--- src/hdl/dirp_pkg.sv ---
// shared types and constants of the dictionary index record parser
package dirp_pkg;

   localparam int unsigned SIZE_BYTES          = 4;
   localparam int unsigned NARROW_OFFSET_BYTES = 4;
   localparam int unsigned WIDE_OFFSET_BYTES   = 8;

   localparam int unsigned OFFSET_W = 64;
   localparam int unsigned SIZE_W   = 32;
   localparam int unsigned COUNT_W  = 32;
   localparam int unsigned CHAR_W   = 8;
   localparam int unsigned META_W   = 4;

   // rsp_tdata: word_char, lower_char, entry_offset, entry_size, records_seen, no_records
   localparam int unsigned RSP_FIELDS_W = 2 * CHAR_W + OFFSET_W + SIZE_W + COUNT_W + 1;
   localparam int unsigned RSP_DATA_W   = ((RSP_FIELDS_W + 7) / 8) * 8;

   localparam int unsigned QUEUE_DEPTH = 4;
   localparam int unsigned QUEUE_PTR_W = $clog2(QUEUE_DEPTH);
   localparam int unsigned QUEUE_CNT_W = $clog2(QUEUE_DEPTH + 1);

   localparam logic [CHAR_W-1:0] CHAR_UPPER_A = 8'h41;
   localparam logic [CHAR_W-1:0] CHAR_UPPER_Z = 8'h5A;
   localparam logic [CHAR_W-1:0] CASE_DELTA   = 8'h20;

   typedef enum logic [1:0] {
      KIND_WORD    = 2'd0,
      KIND_RECORD  = 2'd1,
      KIND_DROPPED = 2'd2,
      KIND_SUMMARY = 2'd3
   } kind_type;

   typedef struct packed {
      kind_type              kind;
      logic [CHAR_W-1:0]     word_char;
      logic [CHAR_W-1:0]     lower_char;
      logic [OFFSET_W-1:0]   entry_offset;
      logic [SIZE_W-1:0]     entry_size;
      logic [COUNT_W-1:0]    records_seen;
      logic                  no_records;
      logic                  run_end;
   } result_type;

endpackage

--- src/hdl/dictionary_index_record_parser.sv ---
// top level of the dictionary index record parser
// Takes one index byte per cycle on req (tlast marks the final byte of a buffer) and
// parses records of a zero-terminated word, a 4- or 8-byte big-endian offset (csr bit,
// 1 = 8 bytes) and a 4-byte big-endian size. Word bytes come out with a lowercased copy,
// a finished record gives its offset and size, and the final byte gives a dropped-record
// word when a record was cut short (or the completing record) followed by a summary with
// the saturating record count. The parser state updates in the cycle a byte is accepted
// and its results go into a four-entry result queue, so a new byte is taken every cycle
// while the queue has room for two words, and a final byte yields two words.
// The csr bit is to be written only while the block is idle.
module dictionary_index_record_parser (
   input  logic                             clock,
   input  logic                             reset,
   input  logic                             csr_wr_en,
   input  logic                             csr_wr_data,
   input  logic                             req_tvalid,
   output logic                             req_tready,
   input  logic [7:0]                       req_tdata,   // [7:0] data_byte
   input  logic                             req_tlast,   // final_byte
   output logic                             rsp_tvalid,
   input  logic                             rsp_tready,
   // [7:0] word_char, [15:8] lower_char, [79:16] entry_offset, [111:80] entry_size,
   // [143:112] records_seen, [144] no_records, rest zero
   output logic [dirp_pkg::RSP_DATA_W-1:0]  rsp_tdata,
   output logic [1:0]                       rsp_tuser,   // [1:0] result_kind
   output logic                             rsp_tlast    // run_end
);
   import dirp_pkg::*;

   logic                     wide_offsets_ff;
   logic                     in_meta_ff, in_meta_in;
   logic [META_W-1:0]        meta_count_ff, meta_count_in;
   logic                     record_open_ff, record_open_in;
   logic [OFFSET_W-1:0]      offset_acc_ff, offset_acc_in;
   logic [SIZE_W-1:0]        size_acc_ff, size_acc_in;
   logic [COUNT_W-1:0]       record_total_ff, record_total_in;

   result_type               queue_mem [QUEUE_DEPTH];
   logic [QUEUE_PTR_W-1:0]   head_ff, head_in;
   logic [QUEUE_PTR_W-1:0]   tail_ff, tail_in;
   logic [QUEUE_CNT_W-1:0]   count_ff, count_in;

   logic                     req_accept;
   logic                     rsp_accept;
   logic [1:0]               push_count;
   result_type               res0, res1;
   result_type               head_word;
   logic [META_W:0]          off_len;
   logic                     completed;
   logic [CHAR_W-1:0]        data_byte;
   logic                     final_byte;

   assign data_byte  = req_tdata;
   assign final_byte = req_tlast;
   assign req_tready = count_ff <= QUEUE_CNT_W'(QUEUE_DEPTH - 2);
   assign req_accept = req_tvalid && req_tready;
   assign rsp_tvalid = count_ff != '0;
   assign rsp_accept = rsp_tvalid && rsp_tready;
   assign off_len    = wide_offsets_ff ? (META_W+1)'(WIDE_OFFSET_BYTES)
                                       : (META_W+1)'(NARROW_OFFSET_BYTES);

   always_comb begin
      in_meta_in      = in_meta_ff;
      meta_count_in   = meta_count_ff;
      record_open_in  = record_open_ff;
      offset_acc_in   = offset_acc_ff;
      size_acc_in     = size_acc_ff;
      record_total_in = record_total_ff;
      res0            = '0;
      res1            = '0;
      push_count      = 2'd0;
      completed       = 1'b0;
      if (req_accept) begin
         if (!in_meta_ff) begin
            record_open_in = 1'b1;
            if (data_byte == '0) begin
               // terminator, also of an empty word
               in_meta_in    = 1'b1;
               meta_count_in = '0;
               offset_acc_in = '0;
               size_acc_in   = '0;
            end else if (!final_byte) begin
               res0.kind       = KIND_WORD;
               res0.word_char  = data_byte;
               res0.lower_char = (data_byte >= CHAR_UPPER_A && data_byte <= CHAR_UPPER_Z)
                                 ? data_byte + CASE_DELTA : data_byte;
               push_count      = 2'd1;
            end
         end else begin
            if ({1'b0, meta_count_ff} < off_len) begin
               offset_acc_in = {offset_acc_ff[OFFSET_W-CHAR_W-1:0], data_byte};
            end else begin
               size_acc_in = {size_acc_ff[SIZE_W-CHAR_W-1:0], data_byte};
            end
            meta_count_in = meta_count_ff + META_W'(1);
            if ({1'b0, meta_count_in} >= off_len + (META_W+1)'(SIZE_BYTES)) begin
               res0.kind         = KIND_RECORD;
               res0.entry_offset = offset_acc_in;
               res0.entry_size   = size_acc_in;
               push_count        = 2'd1;
               if (record_total_ff != '1) begin
                  record_total_in = record_total_ff + COUNT_W'(1);
               end
               in_meta_in     = 1'b0;
               meta_count_in  = '0;
               record_open_in = 1'b0;
               offset_acc_in  = '0;
               size_acc_in    = '0;
               completed      = 1'b1;
            end
         end
         if (final_byte) begin
            if (!completed && record_open_in) begin
               res0.kind  = KIND_DROPPED;
               push_count = 2'd1;
            end
            // summary goes into the next free slot
            if (push_count == 2'd0) begin
               res0.kind         = KIND_SUMMARY;
               res0.records_seen = record_total_in;
               res0.no_records   = record_total_in == '0;
               push_count        = 2'd1;
            end else begin
               res1.kind         = KIND_SUMMARY;
               res1.records_seen = record_total_in;
               res1.no_records   = record_total_in == '0;
               push_count        = 2'd2;
            end
            in_meta_in      = 1'b0;
            meta_count_in   = '0;
            record_open_in  = 1'b0;
            offset_acc_in   = '0;
            size_acc_in     = '0;
            record_total_in = '0;
         end
         case (push_count)
            2'd1:    res0.run_end = 1'b1;
            2'd2:    res1.run_end = 1'b1;
            default: ;
         endcase
      end
   end

   always_comb begin
      head_in  = rsp_accept ? head_ff + QUEUE_PTR_W'(1) : head_ff;
      tail_in  = tail_ff + QUEUE_PTR_W'(push_count);
      count_in = count_ff + QUEUE_CNT_W'(push_count) - QUEUE_CNT_W'(rsp_accept);
   end

   always_ff @(posedge clock) begin
      if (reset) begin
         wide_offsets_ff <= 1'b0;
         in_meta_ff      <= 1'b0;
         meta_count_ff   <= '0;
         record_open_ff  <= 1'b0;
         offset_acc_ff   <= '0;
         size_acc_ff     <= '0;
         record_total_ff <= '0;
         head_ff         <= '0;
         tail_ff         <= '0;
         count_ff        <= '0;
      end else begin
         if (csr_wr_en) begin
            wide_offsets_ff <= csr_wr_data;
         end
         in_meta_ff      <= in_meta_in;
         meta_count_ff   <= meta_count_in;
         record_open_ff  <= record_open_in;
         offset_acc_ff   <= offset_acc_in;
         size_acc_ff     <= size_acc_in;
         record_total_ff <= record_total_in;
         head_ff         <= head_in;
         tail_ff         <= tail_in;
         count_ff        <= count_in;
      end
   end

   always_ff @(posedge clock) begin
      if (push_count != 2'd0) begin
         queue_mem[tail_ff] <= res0;
      end
      if (push_count == 2'd2) begin
         queue_mem[tail_ff + QUEUE_PTR_W'(1)] <= res1;
      end
   end

   assign head_word = queue_mem[head_ff];
   assign rsp_tuser = head_word.kind;
   assign rsp_tlast = head_word.run_end;
   assign rsp_tdata = {(RSP_DATA_W - RSP_FIELDS_W)'(0),
                       head_word.no_records,
                       head_word.records_seen,
                       head_word.entry_size,
                       head_word.entry_offset,
                       head_word.lower_char,
                       head_word.word_char};

endmodule

--- config.mk ---
export PLATFORM = sky130hd
export DESIGN_NAME = dictionary_index_record_parser
export DESIGN_NICKNAME = d
export VERILOG_FILES = /design/src/hdl/dirp_pkg.sv /design/src/hdl/dictionary_index_record_parser.sv
export SDC_FILE = /design/constraint.sdc
export NUM_CORES = 1
export LEC_CHECK = 0
export ABC_AREA = 1
export ABC_CLOCK_PERIOD_IN_PS = 4900
export BUFFER_PORTS_ARGS = -buffer_cell sky130_fd_sc_hd__clkbuf_2
export CAP_MARGIN = 10
export CORE_MARGIN = 2
export CORE_UTILIZATION = 50
export DETAILED_ROUTE_END_ITERATION = 10
export GPL_ROUTABILITY_DRIVEN = 0
export PLACE_DENSITY = 0.67
export REMOVE_ABC_BUFFERS = 1
export SLEW_MARGIN = 10
export SYNTH_ARGS = -nofsm -noshare
export SYNTH_HDL_FRONTEND = slang
export SYNTH_SLANG_ARGS = --single-unit
--- constraint.sdc ---
create_clock -name clock -period 4.9 [get_ports clock]
set_clock_uncertainty 0.1 [all_clocks]
set_input_delay 0.735 -clock clock [delete_from_list [all_inputs] [get_ports clock]]
set_output_delay 0.735 -clock clock [all_outputs]
set_load 0.02 [all_outputs]
# Word level (Yosys, flattened, before mapping)
# Memories as Yosys holds them, arrays and structs flattened. A register that Yosys moved wholly into a read port is not among the register bits.
# Index checks and enable logic that the tools add are counted.
# W data, S select, Z words.
# classes
add_sub_neg	9
order_cmp	5
eq_ne	4
mux	69
n_reduce_logical	12
# ops
operator	n
$mux W32	10
$mux W64	5
$mux W96	2
$mux W148	1
$mux W33	4
$mux W16	3
$mux W34	1
$add A32 B1 Y32 const B	1
$logic_not A32 Y1	1
$mux W2	16
$ne A32 B32 Y1 const B	1
$mux W1	21
$mux W4	5
$add A8 B6 Y8 const B	1
$ge A8 B7 Y1 const B	1
$le A8 B7 Y1 const B	1
$logic_not A8 Y1	1
$mux W8	1
$reduce_bool A3 Y1	2
$add A4 B3 Y5 const B	1
$ge A4 B5 Y1	1
$add A2 B1 Y2 const B	2
$add A4 B1 Y4 const B	1
$eq A2 B2 Y1 const B	2
11 further kinds	14
# totals
ff_bits	142
ram_bits	592
inputBits	15
out_inout_bits	157
word_cells	110
memories	1
# mem_list
memory	words	word_bits	rd	rd_ports_with_merged_regs	write_ports	line_no	rtl
queue_mem	4	148	1	1	2	dictionary_index_record_parser.sv:38	result_type queue_mem [QUEUE_DEPTH];

# Longest topological paths before layout
# logic_depth
depth_word	19
ltp_mapped	19
depth_no_buf	19

# Least setup slack after synthesis
# No wires, ideal clock.
# synth_timing
path_type	register -> register
startpoint	register meta_count_ff[0]
endpoint	memory queue_mem[3][0] (netlist name), enable pin
setup_time_ns	0.394
t_arrival_ns	3.072
required_time_ns	4.406
setup_slack_ns	1.334
path_stages_with_launch	17
path_buffers	2
period_less_slack_ns	3.566
path_cell_list	dfxtp_1 -> ha_1 -> xor2_1 -> inv_1 -> ha_1 -> nand2_1 -> nand2_1 -> nand3_2 -> nor2_4 -> inv_2 -> nand3_2 -> nand2_2 -> nor2_4 -> inv_2 -> buf_2 -> buf_2 -> nand2_1
# synth_rtl
element	line_no	rtl
start: declaration	dictionary_index_record_parser.sv:32	logic [META_W-1:0] meta_count_ff, meta_count_in;
start signal: assignment	dictionary_index_record_parser.sv:167	meta_count_ff <= meta_count_in;
end: declaration	dictionary_index_record_parser.sv:38	

==> impl_metrics.toml <==
[placed_design]
dp_hpwl_mm = 53.4
io_buffers = 164
dpl-instance-area_um2 = 33400

[synthesis]
syn_avg_cell_area_um2 = 7.24
syn-cell-area_um2 = 32300
yosys_warnings = 0
seq_area_frac_synth_pct = 48.8
synth-seq-cells = 716
postSynthCellCount = 4460
synth_cell_types = 43

[global_route]
grtUsageTotal_pct = 28.8
grt_antenna_before_repair = 3
grt_pass1_wl_mm = 155
grt_max_degree = 169
overflow = 0
grt_pass1_vias = 28200

[cells_and_area]
final_cell_mix = "957 x nor2_1, 812 x nand2_1, 570 x dfxtp_1, 549 x o21ai_0, 383 x a21oi_1"
drive_gt1_share_pct = 9.51
design_area_um2 = 35800
finish.utilization_pct = 55.9
fillers = 6167
multi_input_area_um2 = 14000
layout_commonest_cell = "nor2_1"
register_area_um2 = 15800
finalNetCount = 4456
area_growth_pct = 10.9

[setup_path]
arrival_ns = 3.29
crit_path_end_kind = "output pin"
slowest_stage = "inv_8"
cp_num_buf_inv = 3
cpPeakStageDelay_ns = 0.76
crit_family = "buffers and inverters"
critPathLaunchType = "flop"
cp_max_fo = 168
cp_cell_sequence = "inv_8 -> buf_4 -> nor2_1 -> o22ai_1 -> clkbuf_2"
worstSetupPathType = "reg -> out"
crit_required_ns = 4.07

[power]
power.switching_uw = 7310
p_per_area_nw_per_um2 = 550
combPwrFrac_pct = 30.7
seq_power_share_pct = 40.3
ir_drop_mv = 0.380
p_int_uw = 12400
switching_share_pct = 37.1
p_leak_uw = 0.0136
p_clk_share_pct = 29.0

[sta]
rsz0062_at_grt = "no"
setup_viol = 0
max_freq_ghz = 0.243
slew_violations = 0
hold_violations = 0
relSlewSlack_pct = 26.4
finalCriticalPeriod_ns = 4.12
tightest_slew_ns = 1.10
finalCritPeriodShare_pct = 84.1

[clock_network]
postCtsSetupBuffers = 0
cts.hold.buffers_added = 0
h-tree-depth = 3
cts.sinks = 716
cts_tree = "done"
clk_path_buf_depth = 3
clkTransAtPathRegs_ns = 0.06
ctsRootBufferMaster = "clkbuf_16"
cts_buffers = 77
cts_resized = 0
clk_latency_ns = 0.62

[route]
drt-total-wl_mm = 98.5
ant_nets = 0
drtPass1Iterations = 8
viasPerCell = 5.63
num_vias = 30100
post-route-drc-count = 0
wl_per_cell_um = 18.4
drt_iter0_markers = 2836

[die]
die_area_um2 = 66700
dieHeight_um = 258
die_x_um = 258
initial_core_util_pct = 50.4
io_pins = 172
core_um2 = 64100
std_cell_rows = 93

[run]
max_cap_violations = 0

[run_status]
status = "completed"

[worst_hold_path]
hold_class = "in -> reg"
[stage by stage]
| step | cells | hold slack (ns) | setup TNS (ns) | total power, uW | worst slack (ns) |
|---|---|---|---|---|---|
| after CTS | 5345 | 0.304 | 0 | 19700 | 0.785 |
| after global routing | 5346 | 0.338 | 0 | 20700 | 0.683 |
| after detailed placement | 5206 | 0.349 | 0 | 14000 | 1.21 |
| after global placement | 5206 | 0.346 | 0 | 13900 | 1.29 |
| final | 5346 | 0.333 | 0 | 19700 | 0.778 |
| after floorplan | 4132 | 0.331 | -2154.56 | 11800 | -7.02 |
[state kept, by name, summed over array words and instances (netlist names), 2 cells and up, named ones only]
signal / cells
count_ff: 3
offset_acc_ff: 64
queue_mem: 572
tail_ff: 2
record_total_ff: 32
meta_count_ff: 4
head_ff: 2
size_acc_ff: 32
[power by group through the flow]
| stage | Combinational, uW | Clock (uW) | Sequential (uW) |
|---|---|---|---|
| after floorplan | 3870 | 0 | 7970 |
| after global placement | 5920 | 0 | 8020 |
| after detailed placement | 6010 | 0 | 8020 |
| after CTS | 6030 | 5780 | 7920 |
| after global routing | 6610 | 6000 | 8080 |
| final | 6050 | 5710 | 7950 |
[per-layer routing]
layer / global-route usage [%] / share of wire (%) / wire length, um / vias up
met2: 47.9 / 47 / 46100 / 1177
met5: 0 / 0.029 / 29 / -
met4: 9.91 / 2.6 / 2540 / 4
met3: 4.16 / 7.6 / 7480 / 169
met1: 38.5 / 43 / 42300 / 14200
li1: - / - / - / 14500
[worst register-to-register path: stages, from the launching register on]
cell	delay (ns)
dfxtp_1	0.41
ha_1	0.19
xor2_1	0.18
inv_1	0.06
ha_1	0.26
nand2_1	0.05
nand2_1	0.07
nand3_2	0.16
nor2_4	0.14
inv_2	0.07
nand3_2	0.12
nand2_2	0.14
nor2_4	0.17
clkinv_2	0.46
nand2_1	0.19
buf_4	0.55
[cells in the mapped netlist, drive strengths merged]
master	number	area, um2
conb	1	3.75
nand3	61	328
edfxtp	144	4320
a21oi	387	1940
mux2	2	22.5
o21a	4	30.0
inv	284	1070
nand4	27	206
xnor2	1	8.76
o21ai	655	3280
or2	1	6.26
nand2	826	3140
o211ai	2	15.0
clkinv	4	16.3
nor3	8	45.0
o21bai	4	30.0
dfxtp	572	11500
buf	138	776
o211a	1	10.0
nor2	981	3770
ha	10	125
fa	1	20.0
o22ai	145	907
xor2	3	33.8
nand3b	2	15.0
clkbuf	196	736
[cell type report]
type                            instances  area share [%]
Inverter                              288            3.08
Tap cell                              855            2.99
Clock inverter                         29           0.559
Timing Repair Buffer                  219            3.83
Antenna cell                            1         0.00698
Clock buffer                          110            6.33
Sequential cell                       716            44.0
Multi-Input combinational cell       3128            39.2
[final timing paths]
kind	startpoint	to	slack, ns	cells after the start
setup / recovery	flop	rsp_tdata[19]	0.78	5
hold reg to reg	queue_mem[1][109]$_SDFFE_PP0P_	queue_mem[1][109]$_SDFFE_PP0P_	0.36	2
setup reg to reg	meta_count_ff[0]$_SDFFE_PP0P_	queue_mem[1][27]$_DFFE_PP_	1.18	15
hold / removal	csr_wr_data	wide_offsets_ff$_SDFFE_PP0P_	0.33	3
[logic make-up (layout without fill, tap and decap cells)]
| family | Yosys count | after routing | share of synthesized area, % |
|---|---|---|---|
| simple gates | 1906 | 1906 | 23.2 |
| compound gates | 1198 | 1198 | 19.2 |
| flops | 716 | 716 | 48.8 |
| buf+inv | 622 | 646 | 8.03 |
| fa+ha+maj | 11 | 11 | 0.449 |
| xor+xnor | 4 | 4 | 0.132 |
| mux | 2 | 2 | 0.0697 |
| other cells | 1 | 8 | 0.0116 |
(Power assumes the default switching activity.)
